[src/rtl/core/sad_pkg.sv]
package sad_pkg;

	localparam int SLOTS_DEF       = 256;
	localparam int BLOCK_BYTES_DEF = 256;

	localparam int ACTION_W   = 3;
	localparam int SLOT_W     = 10;
	localparam int MOFF_W     = 16;
	localparam int MSIZE_W    = 9;
	localparam int STATUS_W   = 2;
	localparam int INDEX_W    = 8;
	localparam int LIVE_W     = 9;
	localparam int SPAN_W     = 17;
	localparam int CAP_W      = 9;

	localparam logic [SPAN_W-1:0] SPAN_MAX = {SPAN_W{1'b1}};

	typedef enum logic [ACTION_W-1:0] {
		ACT_ALLOC = 3'd0,
		ACT_INST  = 3'd1,
		ACT_REL   = 3'd2,
		ACT_MARK  = 3'd3,
		ACT_CLEAR = 3'd4
	} act_t;

	typedef enum logic [STATUS_W-1:0] {
		ST_OK    = 2'd0,
		ST_RANGE = 2'd1,
		ST_FULL  = 2'd2,
		ST_OVF   = 2'd3
	} status_t;

	typedef struct packed {
		logic push;
		logic pop;
	} stk_ctl_t;

	typedef struct packed {
		logic empty;
		logic full;
	} stk_sts_t;

endpackage

[src/rtl/core/sad_req_if.sv]
interface sad_req_if;
	logic                         valid;
	logic                         ready;
	logic [sad_pkg::ACTION_W-1:0] action;
	logic [sad_pkg::SLOT_W-1:0]   slot;
	logic [sad_pkg::MOFF_W-1:0]   mark_offset;
	logic [sad_pkg::MSIZE_W-1:0]  mark_size;

	modport source (output valid, action, slot, mark_offset, mark_size, input ready);
	modport sink (input valid, action, slot, mark_offset, mark_size, output ready);
endinterface

[src/rtl/core/sad_rsp_if.sv]
interface sad_rsp_if;
	logic                         valid;
	logic                         ready;
	logic [sad_pkg::STATUS_W-1:0] status;
	logic [sad_pkg::INDEX_W-1:0]  slot_index;
	logic [sad_pkg::LIVE_W-1:0]   live_slots;
	logic                         dirty_valid;
	logic [sad_pkg::SPAN_W-1:0]   dirty_offset;
	logic [sad_pkg::SPAN_W-1:0]   dirty_size;

	modport source (output valid, status, slot_index, live_slots, dirty_valid,
		dirty_offset, dirty_size, input ready);
	modport sink (input valid, status, slot_index, live_slots, dirty_valid,
		dirty_offset, dirty_size, output ready);
endinterface

[src/rtl/core/sad_stack.sv]
module sad_stack #(
	parameter int SLOTS = sad_pkg::SLOTS_DEF
) (
	input  logic                                       clk,
	input  logic                                       arst_n,
	input  sad_pkg::stk_ctl_t                          ctl,
	input  logic [((SLOTS > 1) ? $clog2(SLOTS) : 1)-1:0] push_data,
	output logic [((SLOTS > 1) ? $clog2(SLOTS) : 1)-1:0] top,
	output sad_pkg::stk_sts_t                          sts
);
	localparam int IW = (SLOTS > 1) ? $clog2(SLOTS) : 1;
	localparam int CW = $clog2(SLOTS + 1);

	logic [IW-1:0] mem [SLOTS];
	logic [IW-1:0] rd_q;
	logic [IW-1:0] byp_data_q;
	logic          byp_q;
	logic [CW-1:0] depth_q;
	logic [CW-1:0] depth_d;
	logic [IW-1:0] rd_addr;

	always_comb begin
		depth_d = depth_q;
		if (ctl.push) begin
			depth_d = depth_q + CW'(1);
		end else if (ctl.pop) begin
			depth_d = depth_q - CW'(1);
		end
		rd_addr = IW'(depth_d - CW'(1));
	end

	always_ff @(posedge clk) begin
		if (ctl.push) begin
			mem[depth_q[IW-1:0]] <= push_data;
		end
		rd_q <= mem[rd_addr];
		byp_data_q <= push_data;
	end

	always_ff @(posedge clk or negedge arst_n) begin
		if (!arst_n) begin
			depth_q <= '0;
			byp_q   <= 1'b0;
		end else begin
			depth_q <= depth_d;
			byp_q   <= ctl.push;
		end
	end

	assign top       = byp_q ? byp_data_q : rd_q;
	assign sts.empty = (depth_q == '0);
	assign sts.full  = (depth_q == CW'(SLOTS));
endmodule

[src/rtl/core/sad_span.sv]
module sad_span (
	input  logic                       clk,
	input  logic                       arst_n,
	input  logic                       merge,
	input  logic                       clear,
	input  logic [sad_pkg::SPAN_W-1:0] lo,
	input  logic [sad_pkg::SPAN_W-1:0] hi,
	output logic [sad_pkg::SPAN_W-1:0] begin_d,
	output logic [sad_pkg::SPAN_W-1:0] end_d
);
	logic [sad_pkg::SPAN_W-1:0] span_begin_q;
	logic [sad_pkg::SPAN_W-1:0] span_end_q;
	logic                       empty;

	assign empty = (span_begin_q == '0) && (span_end_q == '0);

	always_comb begin
		begin_d = span_begin_q;
		end_d   = span_end_q;
		if (clear) begin
			begin_d = '0;
			end_d   = '0;
		end else if (merge) begin
			if (empty) begin
				begin_d = lo;
				end_d   = hi;
			end else begin
				if (lo < span_begin_q) begin
					begin_d = lo;
				end
				if (hi > span_end_q) begin
					end_d = hi;
				end
			end
		end
	end

	always_ff @(posedge clk or negedge arst_n) begin
		if (!arst_n) begin
			span_begin_q <= '0;
			span_end_q   <= '0;
		end else begin
			span_begin_q <= begin_d;
			span_end_q   <= end_d;
		end
	end
endmodule

[src/rtl/core/slot_allocator_dirty_range.sv]
// an accepted request beat is held in the input register, then its response beat is loaded into the response register
// throughput: one request per cycle, held back only by response backpressure
// the free stack top is kept ready by a registered read of the next entry plus a push bypass
// reset: no slots live, free stack and dirty span empty, capacity at SLOTS
// free stack entries are not cleared; only pushed entries are ever popped
module slot_allocator_dirty_range #(
	parameter int SLOTS       = sad_pkg::SLOTS_DEF,
	parameter int BLOCK_BYTES = sad_pkg::BLOCK_BYTES_DEF
) (
	input  logic                      clk,
	input  logic                      arst_n,
	sad_req_if.sink                   req,
	sad_rsp_if.source                 rsp,
	input  logic                      cfg_we,
	input  logic [sad_pkg::CAP_W-1:0] cfg_wdata
);
	localparam int IW   = (SLOTS > 1) ? $clog2(SLOTS) : 1;
	localparam int CW   = $clog2(SLOTS + 1);
	localparam int CPW  = (CW > sad_pkg::CAP_W) ? CW : sad_pkg::CAP_W;
	localparam int KW   = (CPW > sad_pkg::SLOT_W) ? CPW : sad_pkg::SLOT_W;
	localparam int BBW  = $clog2(BLOCK_BYTES + 1);
	localparam int AW0  = IW + BBW + 1;
	localparam int AW   = (AW0 > sad_pkg::SPAN_W + 1) ? AW0 : sad_pkg::SPAN_W + 1;

	logic [CPW-1:0]                 cap_q;
	logic [CW-1:0]                  cap_eff;
	logic                           valid_s1;
	logic [sad_pkg::ACTION_W-1:0]   action_s1;
	logic [sad_pkg::SLOT_W-1:0]     slot_s1;
	logic [sad_pkg::MOFF_W-1:0]     moff_s1;
	logic [sad_pkg::MSIZE_W-1:0]    msize_s1;
	logic                           advance;
	logic [CW-1:0]                  next_fresh_q;
	logic [CW-1:0]                  live_q;

	sad_pkg::stk_ctl_t              stk_ctl;
	sad_pkg::stk_sts_t              stk_sts;
	logic [IW-1:0]                  stk_top;
	logic [IW-1:0]                  slot_idx;

	logic                           slot_ok;
	logic                           fresh_ok;
	logic                           take;
	logic                           take_ok;
	logic                           fresh_use;
	logic                           rel_ok;
	logic                           do_mark;
	logic                           do_clear;
	logic                           mark_blk;
	logic [IW-1:0]                  granted;
	logic [IW-1:0]                  blk_idx;
	logic [AW-1:0]                  blk_off;
	logic [AW-1:0]                  blk_hi;
	logic [sad_pkg::SPAN_W-1:0]     merge_lo;
	logic [sad_pkg::SPAN_W-1:0]     merge_hi;
	logic [sad_pkg::SPAN_W-1:0]     begin_d;
	logic [sad_pkg::SPAN_W-1:0]     end_d;
	sad_pkg::status_t               status;
	logic                           dirty_valid;

	// capacity register
	always_ff @(posedge clk or negedge arst_n) begin
		if (!arst_n) begin
			cap_q <= CPW'(SLOTS);
		end else if (cfg_we) begin
			cap_q <= CPW'(cfg_wdata);
		end
	end

	assign cap_eff = (cap_q > CPW'(SLOTS)) ? CW'(SLOTS) : CW'(cap_q);

	// input register
	assign advance   = valid_s1 && (!rsp.valid || rsp.ready);
	assign req.ready = !valid_s1 || advance;

	always_ff @(posedge clk or negedge arst_n) begin
		if (!arst_n) begin
			valid_s1 <= 1'b0;
		end else if (req.valid && req.ready) begin
			valid_s1 <= 1'b1;
		end else if (advance) begin
			valid_s1 <= 1'b0;
		end
	end

	always_ff @(posedge clk) begin
		if (req.valid && req.ready) begin
			action_s1 <= req.action;
			slot_s1   <= req.slot;
			moff_s1   <= req.mark_offset;
			msize_s1  <= req.mark_size;
		end
	end

	// request decode
	always_comb begin
		slot_ok  = KW'(slot_s1) < KW'(cap_eff);
		fresh_ok = next_fresh_q < cap_eff;
		take     = 1'b0;
		rel_ok   = 1'b0;
		do_mark  = 1'b0;
		do_clear = 1'b0;
		status   = sad_pkg::ST_OK;
		unique case (sad_pkg::act_t'(action_s1))
			sad_pkg::ACT_ALLOC: begin
				take = 1'b1;
			end
			sad_pkg::ACT_INST: begin
				take = slot_ok;
				if (!slot_ok) begin
					status = sad_pkg::ST_RANGE;
				end
			end
			sad_pkg::ACT_REL: begin
				rel_ok = slot_ok;
				if (!slot_ok) begin
					status = sad_pkg::ST_RANGE;
				end else if (stk_sts.full) begin
					status = sad_pkg::ST_OVF;
				end
			end
			sad_pkg::ACT_MARK: begin
				do_mark = 1'b1;
			end
			sad_pkg::ACT_CLEAR: begin
				do_clear = 1'b1;
			end
			default: begin
			end
		endcase
		take_ok   = take && (!stk_sts.empty || fresh_ok);
		fresh_use = take && stk_sts.empty && fresh_ok;
		if (take && !take_ok) begin
			status = sad_pkg::ST_FULL;
		end
	end

	assign slot_idx    = IW'(slot_s1);
	assign granted     = take_ok ? (stk_sts.empty ? IW'(next_fresh_q) : stk_top) : '0;
	assign blk_idx     = take_ok ? granted : slot_idx;
	assign mark_blk    = take_ok || rel_ok;
	assign stk_ctl.pop  = advance && take && !stk_sts.empty;
	assign stk_ctl.push = advance && rel_ok && !stk_sts.full;

	sad_stack #(
		.SLOTS(SLOTS)
	) u_stack (
		.clk      (clk),
		.arst_n   (arst_n),
		.ctl      (stk_ctl),
		.push_data(slot_idx),
		.top      (stk_top),
		.sts      (stk_sts)
	);

	// span bounds of the touched block or the marked range
	always_comb begin
		blk_off = AW'(blk_idx) * AW'(BLOCK_BYTES);
		blk_hi  = blk_off + AW'(BLOCK_BYTES);
		if (mark_blk) begin
			merge_lo = (blk_off > AW'(sad_pkg::SPAN_MAX)) ? sad_pkg::SPAN_MAX
				: sad_pkg::SPAN_W'(blk_off);
			merge_hi = (blk_hi > AW'(sad_pkg::SPAN_MAX)) ? sad_pkg::SPAN_MAX
				: sad_pkg::SPAN_W'(blk_hi);
		end else begin
			merge_lo = sad_pkg::SPAN_W'(moff_s1);
			merge_hi = sad_pkg::SPAN_W'(moff_s1) + sad_pkg::SPAN_W'(msize_s1);
		end
	end

	sad_span u_span (
		.clk    (clk),
		.arst_n (arst_n),
		.merge  (advance && (mark_blk || do_mark)),
		.clear  (advance && do_clear),
		.lo     (merge_lo),
		.hi     (merge_hi),
		.begin_d(begin_d),
		.end_d  (end_d)
	);

	// counters
	always_ff @(posedge clk or negedge arst_n) begin
		if (!arst_n) begin
			next_fresh_q <= '0;
			live_q       <= '0;
		end else if (advance) begin
			if (fresh_use) begin
				next_fresh_q <= next_fresh_q + CW'(1);
			end
			if (take_ok && (live_q < CW'(SLOTS))) begin
				live_q <= live_q + CW'(1);
			end else if (rel_ok && (live_q != '0)) begin
				live_q <= live_q - CW'(1);
			end
		end
	end

	// response register
	assign dirty_valid = end_d > begin_d;

	always_ff @(posedge clk or negedge arst_n) begin
		if (!arst_n) begin
			rsp.valid <= 1'b0;
		end else if (advance) begin
			rsp.valid <= 1'b1;
		end else if (rsp.ready) begin
			rsp.valid <= 1'b0;
		end
	end

	always_ff @(posedge clk) begin
		if (advance) begin
			rsp.status       <= status;
			rsp.slot_index   <= sad_pkg::INDEX_W'(granted);
			rsp.dirty_valid  <= dirty_valid;
			rsp.dirty_offset <= dirty_valid ? begin_d : '0;
			rsp.dirty_size   <= dirty_valid ? (end_d - begin_d) : '0;
			if (take_ok && (live_q < CW'(SLOTS))) begin
				rsp.live_slots <= sad_pkg::LIVE_W'(live_q + CW'(1));
			end else if (rel_ok && (live_q != '0)) begin
				rsp.live_slots <= sad_pkg::LIVE_W'(live_q - CW'(1));
			end else begin
				rsp.live_slots <= sad_pkg::LIVE_W'(live_q);
			end
		end
	end

`ifndef NO_ASSERTIONS
	a_live_bound: assert property (@(posedge clk) disable iff (!arst_n)
		live_q <= CW'(SLOTS))
		else $error("live count above table size");

	a_fresh_bound: assert property (@(posedge clk) disable iff (!arst_n)
		next_fresh_q <= CW'(SLOTS))
		else $error("fresh slot pointer above table size");

	a_full_no_grant: assert property (@(posedge clk) disable iff (!arst_n)
		(rsp.valid && (rsp.status != sad_pkg::ST_OK)) |-> (rsp.slot_index == '0))
		else $error("slot granted on failed request");

	a_span_empty: assert property (@(posedge clk) disable iff (!arst_n)
		(rsp.valid && !rsp.dirty_valid) |-> (rsp.dirty_offset == '0 && rsp.dirty_size == '0))
		else $error("dirty span reported while not valid");

	a_pop_not_empty: assert property (@(posedge clk) disable iff (!arst_n)
		stk_ctl.pop |-> !stk_sts.empty)
		else $error("pop from empty free stack");
`endif
endmodule
[src/flat_wrapper.sv]
// flat-port wrapper written by rule: the top's interface ports become plain ports
module slot_allocator_dirty_range_flat 
#(
	parameter int SLOTS       = sad_pkg::SLOTS_DEF,
	parameter int BLOCK_BYTES = sad_pkg::BLOCK_BYTES_DEF
)
  (clk, arst_n, cfg_we, cfg_wdata, req_valid, req_action, req_slot, req_mark_offset, req_mark_size, req_ready, rsp_valid, rsp_status, rsp_slot_index, rsp_live_slots, rsp_dirty_valid, rsp_dirty_offset, rsp_dirty_size, rsp_ready);
  sad_req_if req_i ();
  sad_rsp_if rsp_i ();
  input  logic clk;
  input  logic arst_n;
  input  logic cfg_we;
  input  logic [sad_pkg::CAP_W-1:0] cfg_wdata;
  input wire logic [$bits(req_i.valid)-1:0] req_valid;
  input wire logic [$bits(req_i.action)-1:0] req_action;
  input wire logic [$bits(req_i.slot)-1:0] req_slot;
  input wire logic [$bits(req_i.mark_offset)-1:0] req_mark_offset;
  input wire logic [$bits(req_i.mark_size)-1:0] req_mark_size;
  output wire logic [$bits(req_i.ready)-1:0] req_ready;
  output wire logic [$bits(rsp_i.valid)-1:0] rsp_valid;
  output wire logic [$bits(rsp_i.status)-1:0] rsp_status;
  output wire logic [$bits(rsp_i.slot_index)-1:0] rsp_slot_index;
  output wire logic [$bits(rsp_i.live_slots)-1:0] rsp_live_slots;
  output wire logic [$bits(rsp_i.dirty_valid)-1:0] rsp_dirty_valid;
  output wire logic [$bits(rsp_i.dirty_offset)-1:0] rsp_dirty_offset;
  output wire logic [$bits(rsp_i.dirty_size)-1:0] rsp_dirty_size;
  input wire logic [$bits(rsp_i.ready)-1:0] rsp_ready;
  assign req_i.valid = req_valid;
  assign req_i.action = req_action;
  assign req_i.slot = req_slot;
  assign req_i.mark_offset = req_mark_offset;
  assign req_i.mark_size = req_mark_size;
  assign req_ready = req_i.ready;
  assign rsp_valid = rsp_i.valid;
  assign rsp_status = rsp_i.status;
  assign rsp_slot_index = rsp_i.slot_index;
  assign rsp_live_slots = rsp_i.live_slots;
  assign rsp_dirty_valid = rsp_i.dirty_valid;
  assign rsp_dirty_offset = rsp_i.dirty_offset;
  assign rsp_dirty_size = rsp_i.dirty_size;
  assign rsp_i.ready = rsp_ready;
  slot_allocator_dirty_range #(.SLOTS(SLOTS), .BLOCK_BYTES(BLOCK_BYTES)) u_core (.clk(clk), .arst_n(arst_n), .req(req_i), .rsp(rsp_i), .cfg_we(cfg_we), .cfg_wdata(cfg_wdata));
endmodule
[config.mk]
export PLATFORM = sky130hd
export DESIGN_NAME = slot_allocator_dirty_range_flat
export DESIGN_NICKNAME = d
export VERILOG_FILES = /design/src/rtl/core/sad_pkg.sv /design/src/rtl/core/sad_req_if.sv /design/src/rtl/core/sad_rsp_if.sv /design/src/rtl/core/sad_stack.sv /design/src/rtl/core/sad_span.sv /design/src/rtl/core/slot_allocator_dirty_range.sv /design/src/flat_wrapper.sv
export SDC_FILE = /design/constraint.sdc
export NUM_CORES = 2
export LEC_CHECK = 0
export BUFFER_PORTS_ARGS = -buffer_cell sky130_fd_sc_hd__buf_2
export CAP_MARGIN = 20
export CORE_MARGIN = 4
export CORE_UTILIZATION = 40
export DETAILED_ROUTE_END_ITERATION = 8
export SYNTH_ARGS = -nofsm -noshare
export SYNTH_HDL_FRONTEND = slang
export SYNTH_SLANG_ARGS = --single-unit
[constraint.sdc]
create_clock -name clk -period 13.8 [get_ports clk]
set_clock_uncertainty 0.2 [all_clocks]
set_input_delay 2.07 -clock clk [delete_from_list [all_inputs] [get_ports clk]]
set_output_delay 2.07 -clock clk [all_outputs]
set_load 0.02 [all_outputs]
==> run_results.csv <==
group,metric,value,unit
cells_and_area,final_cell_mix,"edfxtp_1, mux4_2, nor2_1",
placed_design,place_area,93700,um^2
die,die_h,481,um
die,start_util,40.2,%
power,power_density,218,nW/um^2
die,die_area,231000,um^2
critical_path,worstPathRequired,14120,ps
yosys,synth_ff_type,"edfxtp_1",
sta,hold_violations,0,
sta,fin_crit,10520,ps
critical_path,path_max_fanout,18,
hold_path,hold_class,"register to register",
yosys,ys_seq_elements,2229,
global_routing,grt_usage,19.7,%
cells_and_area,final_net_count,4836,
critical_path,crit_buf_inv,5,
global_routing,grt_max_degree,202,
global_routing,grt-ovfl-total,0,
global_routing,grt_pass1_wl,333,mm
yosys,netlist_area,89500,um^2
detailed_routing,routed_wl,230,mm
cells_and_area,final_common_cell,"edfxtp_1",
critical_path,critical_path_class,"register to register",
detailed_routing,drc,0,
placed_design,globalplace.congestion,0.860,
cells_and_area,area_growth,12.5,%
cells_and_area,finalInstanceArea,101000,um^2
critical_path,critPathTopFamily,"compound AO/OA/AOI/OAI gates",
cells_and_area,multi_input_area,22000,um^2
power,finalPower,22.0,mW
critical_path,worst_path_max_delay_cell,"nor2b_1",
clock_network,clkLatencyLatePin,850,ps
clock_network,cts-root-buf,"clkbuf_16",
detailed_routing,routed_via_density,5.77,
detailed_routing,firstDrtPassIters,6,
sta,finalCritPeriodShare,76.3,%
yosys,synthArstFlopShare,3.28,%
sta,tns,0,ps
clock_network,cts_resized,0,
sta,rsz0062_at_grt,"no",
detailed_routing,num_vias,45300,
sta,finalMaxSlewViolations,0,
die,coreArea,223000,um^2
clock_network,cts-hold-fix-buffers,0,
die,pin_count,108,
global_routing,grt_pass1_vias,45400,
yosys,synth_nets,4650,
power,p_leak,32.1,nW
die,rows,173,
sta,slew-limit-headroom,15.9,%
cells_and_area,fill_cells,18800,
yosys,netlist_instances,4512,
cells_and_area,drive_gt1_share,24.1,%
clock_network,h-tree-depth,4,
detailed_routing,antenna_left,0,
critical_path,critPathArrivalTime,10850,ps
sta,setup_violations,0,
die,die_w,481,um
clock_network,cts.sinks,2229,
yosys,synth.distinct_cells,85,
clock_network,clkSlewWorstSetupHoldPaths,60,ps
detailed_routing,wl_per_cell,29.3,um
yosys,synth-edff-count,2140,
sta,worst_pin_slew,1260,ps
yosys,avgSynthCellArea,19.8,um^2
clock_network,postCtsSetupBuffers,0,
detailed_routing,dr.first_iter.drc_count,5536,
clock_network,clock_path_buffers,3,
sta,timing.fmax,95.0,MHz
cells_and_area,seqCellArea,66400,um^2
flow_run,maxCapViolCount,0,
power,vdd_ir_drop_max,0.277,mV
clock_network,cts_buffers,222,
clock_network,cts_tree,"built",
critical_path,cpPeakStageDelay,610,ps
global_routing,antenna_found_initial,8,
placed_design,io_buffers,107,
placed_design,dpl.hpwl,137,mm
critical_path,end_kind,"register",
critical_path,startpoint_type,"register",
yosys,seq_area_frac_synth,74.2,%
yosys,ys_warn_count,0,
run_status,status,"finished, final reports clean",
## area by class of cell
cell class / instances / share of cell area [%]
flip-flops and latches: 2229 / 65.9
multi-input cells: 1968 / 21.8
clock buffers: 293 / 5.92
well taps: 2975 / 3.70
repair buffers: 203 / 1.44
clock inverters: 107 / 0.908
inverters: 74 / 0.283
diodes: 4 / 0.00994
## sequential cells by signal (all words and copies together), names as in the netlist, 2 cells and up
register,flops
u_core.action_s1,3
u_core.cap_q,9
u_core.live_q,9
u_core.moff_s1,16
u_core.msize_s1,9
u_core.next_fresh_q,9
u_core.rsp.dirty_offset,17
u_core.rsp.dirty_size,17
u_core.rsp.live_slots,9
u_core.rsp.slot_index,8
u_core.rsp.status,2
u_core.slot_s1,10
u_core.u_span.span_begin_q,17
u_core.u_span.span_end_q,17
u_core.u_stack.byp_data_q,8
u_core.u_stack.depth_q,9
u_core.u_stack.mem,2048
u_core.u_stack.rd_q,8
## through the flow
stage | hold slack [ps] | worst slack (ps) | instances | utilization, %
2_1_floorplan | 251 | 1530 | 4512 | -
3_3_place_gp | 285 | 3150 | 7444 | 42.1
3_5_place_dp | 288 | 3230 | 7446 | 42.1
4_1_cts | 296 | 3180 | 7846 | 45.2
5_1_grt | 303 | 2380 | 7849 | 45.3
6_report | 296 | 3280 | 7853 | 45.3
## power by group
part           switching, mW  internal [mW]  total (mW)  leakage (nW)
logic                   4.99           3.48        8.47          8.38
registers              0.128           7.62        7.74          20.4
clock network           2.54           3.25        5.79          3.34
## Yosys cell counts (28+ instances only)
library cell  instances  area share, %
and3_1               36           0.25
nand2_1             180           0.75
o21ai_0              43           0.24
nor3_1               33           0.18
xnor2_1              30           0.29
buf_2                45           0.25
a22oi_1              29           0.24
nor2_1              381            1.6
dfrtp_1              72            2.0
edfxtp_1           2140             72
clkbuf_1            170           0.71
ha_1                 84            1.2
inv_1                71           0.30
nand3_1             103           0.58
mux2i_1              57           0.64
mux4_2              602             15
a21oi_1              60           0.34
nand4_1              28           0.20
## final timing paths
check | startpoint | endpoint | slack, ps | cells past startpoint
setup / recovery | u_core.cap_q[8]$_DFFE_PN1P_ | u_core.rsp.dirty_offset[13]$_SDFFCE_PP0P_ | 3280 | 40
hold / removal | u_core.next_fresh_q[8]$_DFFE_PN0P_ | u_core.next_fresh_q[8]$_DFFE_PN0P_ | 300 | 1
setup reg to reg | u_core.cap_q[8]$_DFFE_PN1P_ | u_core.rsp.dirty_offset[13]$_SDFFCE_PP0P_ | 3280 | 40
hold reg to reg | u_core.next_fresh_q[8]$_DFFE_PN0P_ | u_core.next_fresh_q[8]$_DFFE_PN0P_ | 300 | 1
max in group asynchronous | arst_n | u_core.live_q[0]$_DFFE_PN0P_ | 11360 | 2
min in group asynchronous | arst_n | u_core.valid_s1$_DFFE_PN0P_ | 970 | 1
## kinds of logic (layout without fill, tap and decap cells)
| kind of cell | Yosys count | in the layout | synth area share [%] |
|---|---|---|---|
| flops | 2229 | 2229 | 74.2 |
| simple gates | 864 | 864 | 4.37 |
| mux | 675 | 675 | 16.0 |
| buf+inv | 315 | 677 | 1.47 |
| compound gates | 291 | 291 | 2.25 |
| fa+ha+maj | 86 | 86 | 1.22 |
| xor+xnor | 52 | 52 | 0.517 |
| other cells | 0 | 4 | 0 |
## metal layers
| layer | up-vias | track usage (%) | wire length [um] |
|---|---|---|---|
| met3 | 357 | 4.00 | 18000 |
| met5 | - | 0 | 13 |
| met4 | 2 | 5.72 | 6740 |
| met2 | 1826 | 30.7 | 108000 |
| met1 | 24300 | 28.3 | 96700 |
| li1 | 18900 | - | - |
## worst register-to-register path, delay by kind of cell (launching register included)
family | cells | cell delay, ps
DFF | 1 | 540
adders and majority gates | 4 | 870
and+or+nand+nor | 14 | 3560
muxes | 1 | 90
buffers and inverters | 5 | 1020
AOI/OAI and AO/OA | 16 | 3950
(Power assumes the default switching activity.)
